## config.mk

```make
export PLATFORM = sky130hd
export DESIGN_NAME = cigar_window_splicer_core
export DESIGN_NICKNAME = d
export VERILOG_FILES = /design/src/sv/cws_pkg.sv /design/src/sv/cigar_window_splicer_core.sv /design/src/sv/cws_splice.sv
export SDC_FILE = /design/constraint.sdc
export NUM_CORES = 1
export LEC_CHECK = 0
export ABC_AREA = 1
export CAP_MARGIN = 20
export CORE_ASPECT_RATIO = 1.5
export CORE_MARGIN = 4
export CORE_UTILIZATION = 50
export CTS_BUF_LIST = sky130_fd_sc_hd__clkbuf_16
export CTS_CLUSTER_SIZE = 8
export DETAILED_ROUTE_END_ITERATION = 7
export DONT_BUFFER_PORTS = 1
export GPL_TIMING_DRIVEN = 0
export MAX_ROUTING_LAYER = met4
export PLACE_DENSITY_LB_ADDON = 0.2
export SLEW_MARGIN = 20
export SYNTH_ARGS = -nofsm -noshare
export SYNTH_HDL_FRONTEND = slang
export SYNTH_SLANG_ARGS = --single-unit
export TNS_END_PERCENT = 50
```

## constraint.sdc

```tcl
create_clock -name clk_i -period 4.6 [get_ports clk_i]
set_input_delay 0.69 -clock clk_i [delete_from_list [all_inputs] [get_ports clk_i]]
set_output_delay 0.69 -clock clk_i [all_outputs]
set_load 0.05 [all_outputs]
```

## src/sv/cws_pkg.sv

```systemverilog
// ----------------------------------------------------------------------------
// cws_pkg
// Shared types, codes and helpers for the CIGAR window splicer.
// ----------------------------------------------------------------------------
package cws_pkg;

  localparam int unsigned LenW   = 28;
  localparam int unsigned CodeW  = 4;
  localparam int unsigned CntW   = 32;
  localparam int unsigned ModeW  = 2;
  localparam int unsigned CfgIdxW = 2;

  // BAM operation codes
  localparam logic [CodeW-1:0] OP_M  = 4'd0;
  localparam logic [CodeW-1:0] OP_I  = 4'd1;
  localparam logic [CodeW-1:0] OP_D  = 4'd2;
  localparam logic [CodeW-1:0] OP_N  = 4'd3;
  localparam logic [CodeW-1:0] OP_S  = 4'd4;
  localparam logic [CodeW-1:0] OP_EQ = 4'd7;
  localparam logic [CodeW-1:0] OP_X  = 4'd8;

  // Counting modes
  localparam logic [ModeW-1:0] MODE_ALL  = 2'd0;
  localparam logic [ModeW-1:0] MODE_REF  = 2'd1;
  localparam logic [ModeW-1:0] MODE_READ = 2'd2;

  // Configuration register indexes
  localparam logic [CfgIdxW-1:0] REG_OFFSET = 2'd0;
  localparam logic [CfgIdxW-1:0] REG_SIZE   = 2'd1;
  localparam logic [CfgIdxW-1:0] REG_MODE   = 2'd2;

  typedef enum logic [2:0] {
    PH_SKIP   = 3'b001,
    PH_INSIDE = 3'b010,
    PH_DONE   = 3'b100
  } phase_e;

  typedef struct packed {
    logic [LenW-1:0]  length;
    logic [CodeW-1:0] code;
    logic             last;
  } item_t;

  typedef struct packed {
    logic             emit_valid;
    logic [LenW-1:0]  length;
    logic [CodeW-1:0] code;
    logic             last;
  } result_t;

  function automatic logic op_counts(input logic [ModeW-1:0] mode,
                                     input logic [CodeW-1:0] code);
    logic hit;
    hit = 1'b1;
    case (mode)
      MODE_REF: begin
        case (code) inside
          OP_M, OP_D, OP_N, OP_EQ, OP_X: hit = 1'b1;
          default:                       hit = 1'b0;
        endcase
      end
      MODE_READ: begin
        case (code) inside
          OP_M, OP_I, OP_S, OP_EQ, OP_X: hit = 1'b1;
          default:                       hit = 1'b0;
        endcase
      end
      default: hit = 1'b1;
    endcase
    return hit;
  endfunction

endpackage

```

## src/sv/cigar_window_splicer_core.sv

```systemverilog
// ----------------------------------------------------------------------------
// cigar_window_splicer_core
// Streaming CIGAR window splice: one op in, one result out, per cycle while the receiver does not stall.
// ----------------------------------------------------------------------------
// Usage:
//   Input channel (in_valid_i / in_ready_o) carries one CIGAR op per item:
//   op_length_i, op_code_i (BAM encoding) and op_last_i on the final op of a
//   string. Output channel (out_valid_o / out_ready_i) carries exactly one
//   result item per input item: emit_valid_o says whether an op of the
//   spliced CIGAR is given in out_length_o / out_code_o; out_end_o copies the
//   last marker.
//   Configuration: cfg_we_i writes cfg_data_i into register cfg_index_i
//   (0 window offset, 1 window size, 2 count mode). Each such write reloads
//   the counters and restarts the window. Write only while the block is idle.
//   An accepted item waits in the input register, passes the single trim stage
//   and is registered in the result register. Throughput: one item per cycle
//   while the receiver does not stall, set by that trim stage.
//   Reset clears the configuration registers and counters to zero, empties
//   both pipeline registers and returns the phase to skipping. When the
//   receiver stalls, the result register holds and the input register can
//   still take one more item; after that in_ready_o drops.
// ----------------------------------------------------------------------------
module cigar_window_splicer_core
  import cws_pkg::*;
(
  input  logic               clk_i,
  input  logic               rst_ni,
  // configuration
  input  logic               cfg_we_i,
  input  logic [CfgIdxW-1:0] cfg_index_i,
  input  logic [CntW-1:0]    cfg_data_i,
  // input channel
  input  logic               in_valid_i,
  output logic               in_ready_o,
  input  logic [LenW-1:0]    op_length_i,
  input  logic [CodeW-1:0]   op_code_i,
  input  logic               op_last_i,
  // output channel
  output logic               out_valid_o,
  input  logic               out_ready_i,
  output logic               emit_valid_o,
  output logic [LenW-1:0]    out_length_o,
  output logic [CodeW-1:0]   out_code_o,
  output logic               out_end_o
);

  // Configuration registers
  logic [CntW-1:0]  win_offset_q, win_offset_d;
  logic [CntW-1:0]  win_size_q, win_size_d;
  logic [ModeW-1:0] mode_q, mode_d;
  logic             reload;

  // Pipeline registers
  logic    in_valid_q;
  item_t   item_q;
  logic    out_valid_q;
  result_t result_q;
  result_t result;
  logic    advance;
  logic    fire;

  // Decode the write; the splice stage reloads from the new values.
  always_comb begin
    win_offset_d = win_offset_q;
    win_size_d   = win_size_q;
    mode_d       = mode_q;
    reload       = 1'b0;
    if (cfg_we_i) begin
      unique case (cfg_index_i)
        REG_OFFSET: begin
          win_offset_d = cfg_data_i;
          reload       = 1'b1;
        end
        REG_SIZE: begin
          win_size_d = cfg_data_i;
          reload     = 1'b1;
        end
        REG_MODE: begin
          mode_d = cfg_data_i[ModeW-1:0];
          reload = 1'b1;
        end
        default: begin
          reload = 1'b0;
        end
      endcase
    end
  end

  always_ff @(posedge clk_i or negedge rst_ni) begin
    if (!rst_ni) begin
      win_offset_q <= '0;
      win_size_q   <= '0;
      mode_q       <= MODE_ALL;
    end else begin
      win_offset_q <= win_offset_d;
      win_size_q   <= win_size_d;
      mode_q       <= mode_d;
    end
  end

  // Advance the result register when it is empty or being drained.
  assign advance    = !out_valid_q || out_ready_i;
  assign fire       = in_valid_q && advance;
  assign in_ready_o = !in_valid_q || advance;

  // Input register: take a new item whenever it is empty or the held one moves on.
  always_ff @(posedge clk_i or negedge rst_ni) begin
    if (!rst_ni) begin
      in_valid_q <= 1'b0;
    end else if (in_ready_o) begin
      in_valid_q <= in_valid_i;
    end
  end

  always_ff @(posedge clk_i) begin
    if (in_ready_o && in_valid_i) begin
      item_q.length <= op_length_i;
      item_q.code   <= op_code_i;
      item_q.last   <= op_last_i;
    end
  end

  cws_splice u_splice (
    .clk_i        (clk_i),
    .rst_ni       (rst_ni),
    .fire_i       (fire),
    .item_i       (item_q),
    .reload_i     (reload),
    .win_offset_i (win_offset_d),
    .win_size_i   (win_size_d),
    .mode_i       (mode_q),
    .result_o     (result)
  );

  // Result register: hold while the receiver stalls.
  always_ff @(posedge clk_i or negedge rst_ni) begin
    if (!rst_ni) begin
      out_valid_q <= 1'b0;
    end else if (advance) begin
      out_valid_q <= in_valid_q;
    end
  end

  always_ff @(posedge clk_i) begin
    if (fire) begin
      result_q <= result;
    end
  end

  assign out_valid_o  = out_valid_q;
  assign emit_valid_o = result_q.emit_valid;
  assign out_length_o = result_q.length;
  assign out_code_o   = result_q.code;
  assign out_end_o    = result_q.last;

  a_stall_keeps_input: assert property (@(posedge clk_i) disable iff (!rst_ni)
    (in_valid_q && !advance) |=> in_valid_q && $stable(item_q))
    else $error("held item lost during stall");

  a_idle_emit_zero: assert property (@(posedge clk_i) disable iff (!rst_ni)
    (out_valid_q && !emit_valid_o) |-> (out_length_o == '0) && (out_code_o == '0))
    else $error("non-emitted result carries payload");

  a_fire_fills_output: assert property (@(posedge clk_i) disable iff (!rst_ni)
    fire |=> out_valid_q)
    else $error("processed item did not reach result register");

endmodule

```

## src/sv/cws_splice.sv

```systemverilog
// ----------------------------------------------------------------------------
// cws_splice
// Window state (phase, offset and size counters) and the per-item trim logic.
// ----------------------------------------------------------------------------
module cws_splice
  import cws_pkg::*;
(
  input  logic            clk_i,
  input  logic            rst_ni,
  input  logic            fire_i,
  input  item_t           item_i,
  input  logic            reload_i,
  input  logic [CntW-1:0] win_offset_i,
  input  logic [CntW-1:0] win_size_i,
  input  logic [ModeW-1:0] mode_i,
  output result_t         result_o
);

  phase_e          phase_q, phase_d, phase_n;
  logic [CntW-1:0] offset_left_q, offset_left_d, offset_left_n;
  logic [CntW-1:0] size_left_q, size_left_d, size_left_n;

  logic            counted;
  logic [CntW-1:0] len_ext;
  logic [LenW-1:0] rem;
  logic [CntW-1:0] size_sub;
  logic            valid;
  logic [LenW-1:0] olen;

  assign counted  = op_counts(mode_i, item_i.code);
  assign len_ext  = {{(CntW-LenW){1'b0}}, item_i.length};
  assign rem      = item_i.length - offset_left_q[LenW-1:0];
  assign size_sub = size_left_q - len_ext;

  always_comb begin
    phase_n       = phase_q;
    offset_left_n = offset_left_q;
    size_left_n   = size_left_q;
    valid         = 1'b0;
    olen          = '0;
    unique case (phase_q)
      PH_SKIP: begin
        if (!counted || offset_left_q >= len_ext) begin
          if (counted) begin
            offset_left_n = offset_left_q - len_ext;
          end
        end else begin
          valid = 1'b1;
          if ({{(CntW-LenW){1'b0}}, rem} >= size_left_q) begin
            olen    = size_left_q[LenW-1:0];
            phase_n = PH_DONE;
          end else begin
            olen        = rem;
            size_left_n = size_left_q - {{(CntW-LenW){1'b0}}, rem};
            phase_n     = PH_INSIDE;
          end
        end
      end
      PH_INSIDE: begin
        valid = 1'b1;
        if (!counted || size_left_q >= len_ext) begin
          olen = item_i.length;
          if (counted) begin
            size_left_n = size_sub;
          end
          if (size_left_n == '0) begin
            phase_n = PH_DONE;
          end
        end else begin
          olen        = size_left_q[LenW-1:0];
          size_left_n = '0;
          phase_n     = PH_DONE;
        end
      end
      PH_DONE: begin
        valid = 1'b0;
      end
      default: begin
        phase_n = PH_SKIP;
      end
    endcase
  end

  // Reload on a config write or after the last op of a string.
  always_comb begin
    phase_d       = phase_q;
    offset_left_d = offset_left_q;
    size_left_d   = size_left_q;
    if (reload_i || (fire_i && item_i.last)) begin
      phase_d       = PH_SKIP;
      offset_left_d = win_offset_i;
      size_left_d   = win_size_i;
    end else if (fire_i) begin
      phase_d       = phase_n;
      offset_left_d = offset_left_n;
      size_left_d   = size_left_n;
    end
  end

  always_ff @(posedge clk_i or negedge rst_ni) begin
    if (!rst_ni) begin
      phase_q       <= PH_SKIP;
      offset_left_q <= '0;
      size_left_q   <= '0;
    end else begin
      phase_q       <= phase_d;
      offset_left_q <= offset_left_d;
      size_left_q   <= size_left_d;
    end
  end

  assign result_o.emit_valid = valid;
  assign result_o.length     = valid ? olen : '0;
  assign result_o.code       = valid ? item_i.code : '0;
  assign result_o.last       = item_i.last;

  a_last_returns_to_skip: assert property (@(posedge clk_i) disable iff (!rst_ni)
    (fire_i && item_i.last) |=> (phase_q == PH_SKIP))
    else $error("phase not back to skip after last op");

  a_done_emits_nothing: assert property (@(posedge clk_i) disable iff (!rst_ni)
    (phase_q == PH_DONE) |-> !result_o.emit_valid)
    else $error("emit after window complete");

  a_reload_counters: assert property (@(posedge clk_i) disable iff (!rst_ni)
    reload_i |=> (offset_left_q == $past(win_offset_i)) &&
                 (size_left_q == $past(win_size_i)))
    else $error("counters not reloaded on config write");

endmodule
```

==> out/qor.yml, run 1 <==
synth:
  synth_top_area_share_pct: 19.86
  yosysMostFrequentCell: "nand2_1"
  yosysWarnings: 0
  synthArstFlopShare_pct: 66.83
  netlist_area_sq_um: 16890
  syn_area_per_cell_sq_um: 6.868
  synth_seq_area_share_pct: 31.93
  synth_cells: 2459
  synth_nets: 2648
  ys_ff_latch: 202
  synth_common_cells: "nand2_1, inv_1, nor2_1, a21oi_1, o21ai_0"
  synth-edff-count: 67
  synth_top_area_cell: "dfrtp_1"
  synth.distinct_cells: 60
  synth.area.top_cells: "dfrtp_1, nand2_1, edfxtp_1, inv_1, ha_1"
  synthFlopType: "dfrtp_1"
cells_and_area:
  area_delta_synth_final_pct: 12.76
  fin_cells: 2956
  num-nets-final: 2703
  drive_gt1_share_pct: 10.69
clock_network:
  cts-htree-levels: 1
  cts_buffer_depth: 3
  cts_tree: "done"
  clkSinkCount: 202
  cts_made_buffers: 29
  clkTransAtPathRegs_ps: 50
  insertion_delay_ps: 560
  cts_root_buffer: "clkbuf_16"
timing:
  timing.fmax_mhz: 215.9
  hold_viol_final: 0
  setup_viol: 12
  clock_skew_ps: 26.42
  fin_ws_ps: -32.27
  rsz0062_at_grt: "yes"
  finalCriticalPeriod_ps: 4632
  drv_slew: 0
  timing.setup.tns_ps: -203.7
  max_slew_margin_pct: 32.49
  max_slew.worst_pin.slew_ps: 1013
  hold_slack_ps: 34.04
  period_share_pct: 100.7
detailed_routing:
  vias_per_cell: 5.830
  drt_iter0_markers: 1368
  vias: 17233
  ant_nets: 0
  wl_per_cell_um: 24.21
  drt-pass1-iter-count: 5
  drc_errors: 0
  wirelength_um: 71570
grt:
  grtUsageTotal_pct: 39.40
  antenna_found_initial: 0
  grt_pass1_wl_um: 103500
  grt_pass1_vias: 17287
  grt_max_degree: 135
  grt_overflow: 0
pwr:
  power.switching_mw: 8.860
  pwr-share-comb_pct: 68.8
  total_power_mw: 16.01
  p_per_area_nw_per_um2: 841.0
  ir_worst_vdd_uv: 404.8
  power.internal_mw: 7.154
  leakage_nw: 9.587
  sw_frac_of_total_pct: 55.33
  clockPowerShare_pct: 12.3
  seqPwrFrac_pct: 18.9
placed_design:
  portBuffers: 0
  place_inst: 2880
  post-place-ws_ps: -954.9
  hpwl_um: 57750
  globalplace.congestion: 1.046
worst_setup_path:
  cp_data_arrival_time_ps: 5060
  r2r_cells: 27
  cp-end-kind: "flip-flop"
  critical_path_class: "reg2reg"
  required_ps: 5030
  start_kind: "flip-flop"
  path_max_fanout: 10
outcome:
  status: "finished with violations"
  violations: "negative setup slack"
min_path:
  holdCritPathClass: "in2async"
floorplanning:
  die_h_um: 233.1
  dieArea_sq_um: 36840
  dieWidth_um: 158.1
  coreArea_sq_um: 33340
  rows: 82
  start_util_pct: 50.65
  pin_count: 108
job:
  max_cap_violations: 0
==> logic make-up (layout without fill, tap and decap cells) <==
logic type	Yosys count	in the layout	synth area share, %
compound gates	538	538	18.26
xor+xnor	65	65	3.371
fa+ha+maj	117	117	8.846
buf+inv	473	548	11.02
flops	202	202	31.93
mux	10	10	0.6520
other cells	0	2	0
simple gates	1054	1054	25.93
==> power groups by stage <==
stage                     combinational (mW)  sequential, mW  clock, mW
after global routing                    12.0            3.07       2.06
after CTS                               10.3            3.00       1.99
after detailed placement                9.85            3.02          0
after floorplan                         6.96            2.86          0
after global placement                  9.76            3.01          0
final                                   11.0            3.03       1.97
==> area by class of cell <==
class	count	area, sq um
antenna	2	5.005
clock buffer	30	750.7
sequential	202	5391
tap	420	525.5
timing repair buffer	24	215.2
fill	3376	14300
inverter	394	1486
clock inverter	21	78.83
multi-input combinational	1784	10170
buffer	79	421.7
==> worst paths after layout <==
check                      slack (ps)            start                   endpoint
setup / recovery                  -30        item_q[8]   u_splice.size_left_q[15]
hold / removal                     30           rst_ni  u_splice.offset_left_q[6]
setup reg to reg                  -30        item_q[8]   u_splice.size_left_q[15]
hold reg to reg                   460        item_q[0]                  out_end_o
max in group asynchronous        3790           rst_ni        u_splice.phase_q[0]
min in group clk_i                220  op_length_i[12]                 item_q[17]
==> state kept, by name, indices dropped and copies added (netlist names) <==
register	count
out_code_o	4
out_end_o	1
mode_q	2
u_splice.size_left_q	32
item_q	33
out_valid_o	1
win_offset_q	32
emit_valid_o	1
u_splice.offset_left_q	32
in_valid_q	1
u_splice.phase_q	3
out_length_o	28
win_size_q	32
==> cell usage in the layout, fill, tap and decap left out, types with 21 or more instances in the layout <==
cell,count
xor2_1,39
clkbuf_1,32
dfrtp_1,134
a21oi_1,164
o211ai_1,59
clkbuf_16,30
ha_1,100
buf_4,28
o21ai_1,39
buf_2,28
nand3_1,103
nor2_1,178
nand2_1,647
nand2_2,21
edfxtp_1,67
inv_1,381
inv_2,30
o21ai_0,167
==> what timing repair did <==
| item | 4_1_cts | 5_1_grt |
|---|---|---|
| endpoints found under the setup margin | 62 | 60 |
| buffers inserted | 16 | 5 |
| pin swaps | 16 | 15 |
| hold buffers | 2 | 0 |
| resized for setup | 77 | 71 |
| hold endpoints to repair | 134 | 0 |
==> critical path, stage by stage (launching register included) <==
cell and delay, ps:
edfxtp_1 420, inv_2 80, ha_1 230, clkbuf_4 180, a21oi_1 190, inv_1 120
a21oi_1 140, inv_1 100, a21oi_4 200, xor2_1 410, ha_1 300, nand2_1 150
nor2_2 240, nand2_1 100, nand2_2 160, a21boi_2 100, o21ai_2 220, nand2_1 100
nand2_2 100, nand2_4 110, nand2_4 100, nand2_4 70, nor2_8 170, inv_4 50
buf_6 170, buf_8 170, nand2_2 60, nand2_1 50
==> layer usage <==
metal | track usage, % | up-vias | wire [um]
met5 | - | - | 0
li1 | - | 8120 | -
met4 | 27.37 | 0 | 6255
met3 | 6.617 | 252 | 4662
met2 | 66.12 | 754 | 35140
met1 | 41.94 | 8107 | 25510
==> through the flow <==
| stage | util (%) | cell area (sq um) |
|---|---|---|
| detailed placement | 52.28 | 17430 |
| global placement | 52.22 | 17410 |
| finish | 57.11 | 19040 |
| global route | 57.09 | 19040 |
| floorplan | - | 16890 |
| CTS | 56.15 | 18720 |
(Power assumes the default switching activity.)
==> run 2: changes to the inputs <==
==> constraint.sdc (replaced) <==
create_clock -name clk_i -period 4.4 [get_ports clk_i]
set_input_delay 0.66 -clock clk_i [delete_from_list [all_inputs] [get_ports clk_i]]
set_output_delay 0.66 -clock clk_i [all_outputs]
set_load 0.05 [all_outputs]
==> out/qor.yml, run 2 (synthesized netlist as in run 1, its figures left out) <==
clock_network:
  cts_tree: "done"
  insertion_delay_ps: 560
  cts-htree-levels: 1
  clkSinkCount: 202
  cts_made_buffers: 29
  clkTransAtPathRegs_ps: 60
  cts_buffer_depth: 3
  cts_root_buffer: "clkbuf_16"
cells_and_area:
  layout.cells.most_common_list: "nand2_1, inv_1, nor2_1"
  n_fill_cell: 3283
  fin_area_sq_um: 19780
  regMostFlops: "item_q"
  largest_reg_flops: 33
  fin_cells: 2985
  finalCoreUtilization_pct: 59.31
  final_common_cell: "nand2_1"
  num-nets-final: 2731
  drive_gt1_share_pct: 13.93
  area_delta_synth_final_pct: 17.11
outcome:
  status: "completed"
detailed_routing:
  ant_nets: 0
  wl_per_cell_um: 24.06
  drt_iter0_markers: 1419
  drc_errors: 0
  drt-pass1-iter-count: 6
  vias_per_cell: 5.868
  vias: 17517
  wirelength_um: 71820
timing:
  finalCriticalPeriod_ps: 4368
  clock_skew_ps: 23.98
  max_slew.worst_pin.slew_ps: 971.1
  timing.setup.tns_ps: 0
  drv_slew: 0
  setup_viol: 0
  timing.fmax_mhz: 228.9
  hold_slack_ps: 29.99
  rsz0062_at_grt: "yes"
  max_slew_margin_pct: 35.26
  period_share_pct: 99.27
  hold_viol_final: 0
  fin_ws_ps: 31.99
worst_setup_path:
  start_kind: "flip-flop"
  reg2reg_slack_ps: 30
  required_ps: 4680
  critical_path_class: "reg2reg"
  path_max_fanout: 10
  cp-end-kind: "flip-flop"
  cp_data_arrival_time_ps: 4650
grt:
  grt_pass1_wl_um: 104300
  antenna_found_initial: 1
  grt_max_degree: 136
  grt_overflow: 0
  grt_pass1_vias: 17515
  grtUsageTotal_pct: 39.63
placed_design:
  place_inst: 2880
  hpwl_um: 57750
  post-place-ws_ps: -1155
  portBuffers: 0
  placedInstanceArea_sq_um: 17430
  globalplace.congestion: 1.046
pwr:
  clockPowerShare_pct: 11.6
  total_power_mw: 17.64
  power.switching_mw: 9.617
  seqPwrFrac_pct: 18.1
  ir_worst_vdd_uv: 429.8
  pwr-share-comb_pct: 70.3
  sw_frac_of_total_pct: 54.53
  leakage_nw: 9.807
  p_per_area_nw_per_um2: 891.7
  power.internal_mw: 8.020
job:
  max_cap_violations: 0
floorplanning:
  coreArea_sq_um: 33340
  start_util_pct: 50.65
  dieWidth_um: 158.1
  die_h_um: 233.1
  pin_count: 108
  dieArea_sq_um: 36840
  rows: 82
min_path:
  holdCritPathClass: "in2async"
-- run 2: path summary, 6_finish.rpt --
check	from	to	depth (start not counted)
worst max-delay path	item_q[27]	out_length_o[12]	20
worst min-delay path	rst_ni	u_splice.offset_left_q[6]	1
worst max register to register	item_q[27]	out_length_o[12]	20
worst min register to register	item_q[0]	out_end_o	0
max in group asynchronous	rst_ni	u_splice.size_left_q[27]	1
min in group clk_i	op_length_i[14]	item_q[19]	0
-- run 2: critical path, stage by stage, from the launching register on --
cell and delay (ps):
edfxtp_1 340, inv_1 140, ha_1 310, buf_2 220
nand2_1 220, nor2_2 220, nand2_1 180, nor2_4 200
o21ai_4 110, o2111ai_4 110, xor2_2 320, ha_4 270
nand2_2 130, o21ai_1 140, a211oi_2 320, nand2_2 110
nand2_4 160, inv_6 90, clkbuf_8 190, o211ai_1 160
nand2_1 150
-- run 2: cell type report --
cell class / count / area [sq um] / share of cell area, %
inverters: 394 / 1489 / 7.528
clock buffers: 30 / 750.7 / 3.796
clock inverters: 21 / 78.83 / 0.3986
repair buffers: 52 / 435.4 / 2.202
diodes: 3 / 7.507 / 0.03796
flip-flops and latches: 202 / 5391 / 27.26
multi-input cells: 1784 / 10640 / 53.80
plain buffers: 79 / 459.2 / 2.322
well taps: 420 / 525.5 / 2.657
-- run 2: repair_timing --
action / CTS / global route
endpoints found under the setup margin: 62 / 60
pin swaps: 27 / 30
gates resized for setup: 150 / 106
setup buffers: 37 / 14
hold endpoints to repair: 135 / 0
hold buffers: 1 / 0
-- run 2: layer usage --
metal,vias up,wire [um],global-route usage [%]
met5,-,0,-
met4,0,6439,27.45
met3,287,4897,6.599
met2,800,35350,66.50
met1,8250,25130,42.25
li1,8180,-,-
-- run 2: power groups by stage --
stage	combinational [mW]	clock [mW]	sequential, mW
final	12.4	2.05	3.19
after detailed placement	10.3	0	3.16
after global placement	10.2	0	3.15
after CTS	11.2	2.08	3.15
after global routing	13.4	2.15	3.24
after floorplan	7.28	0	2.99
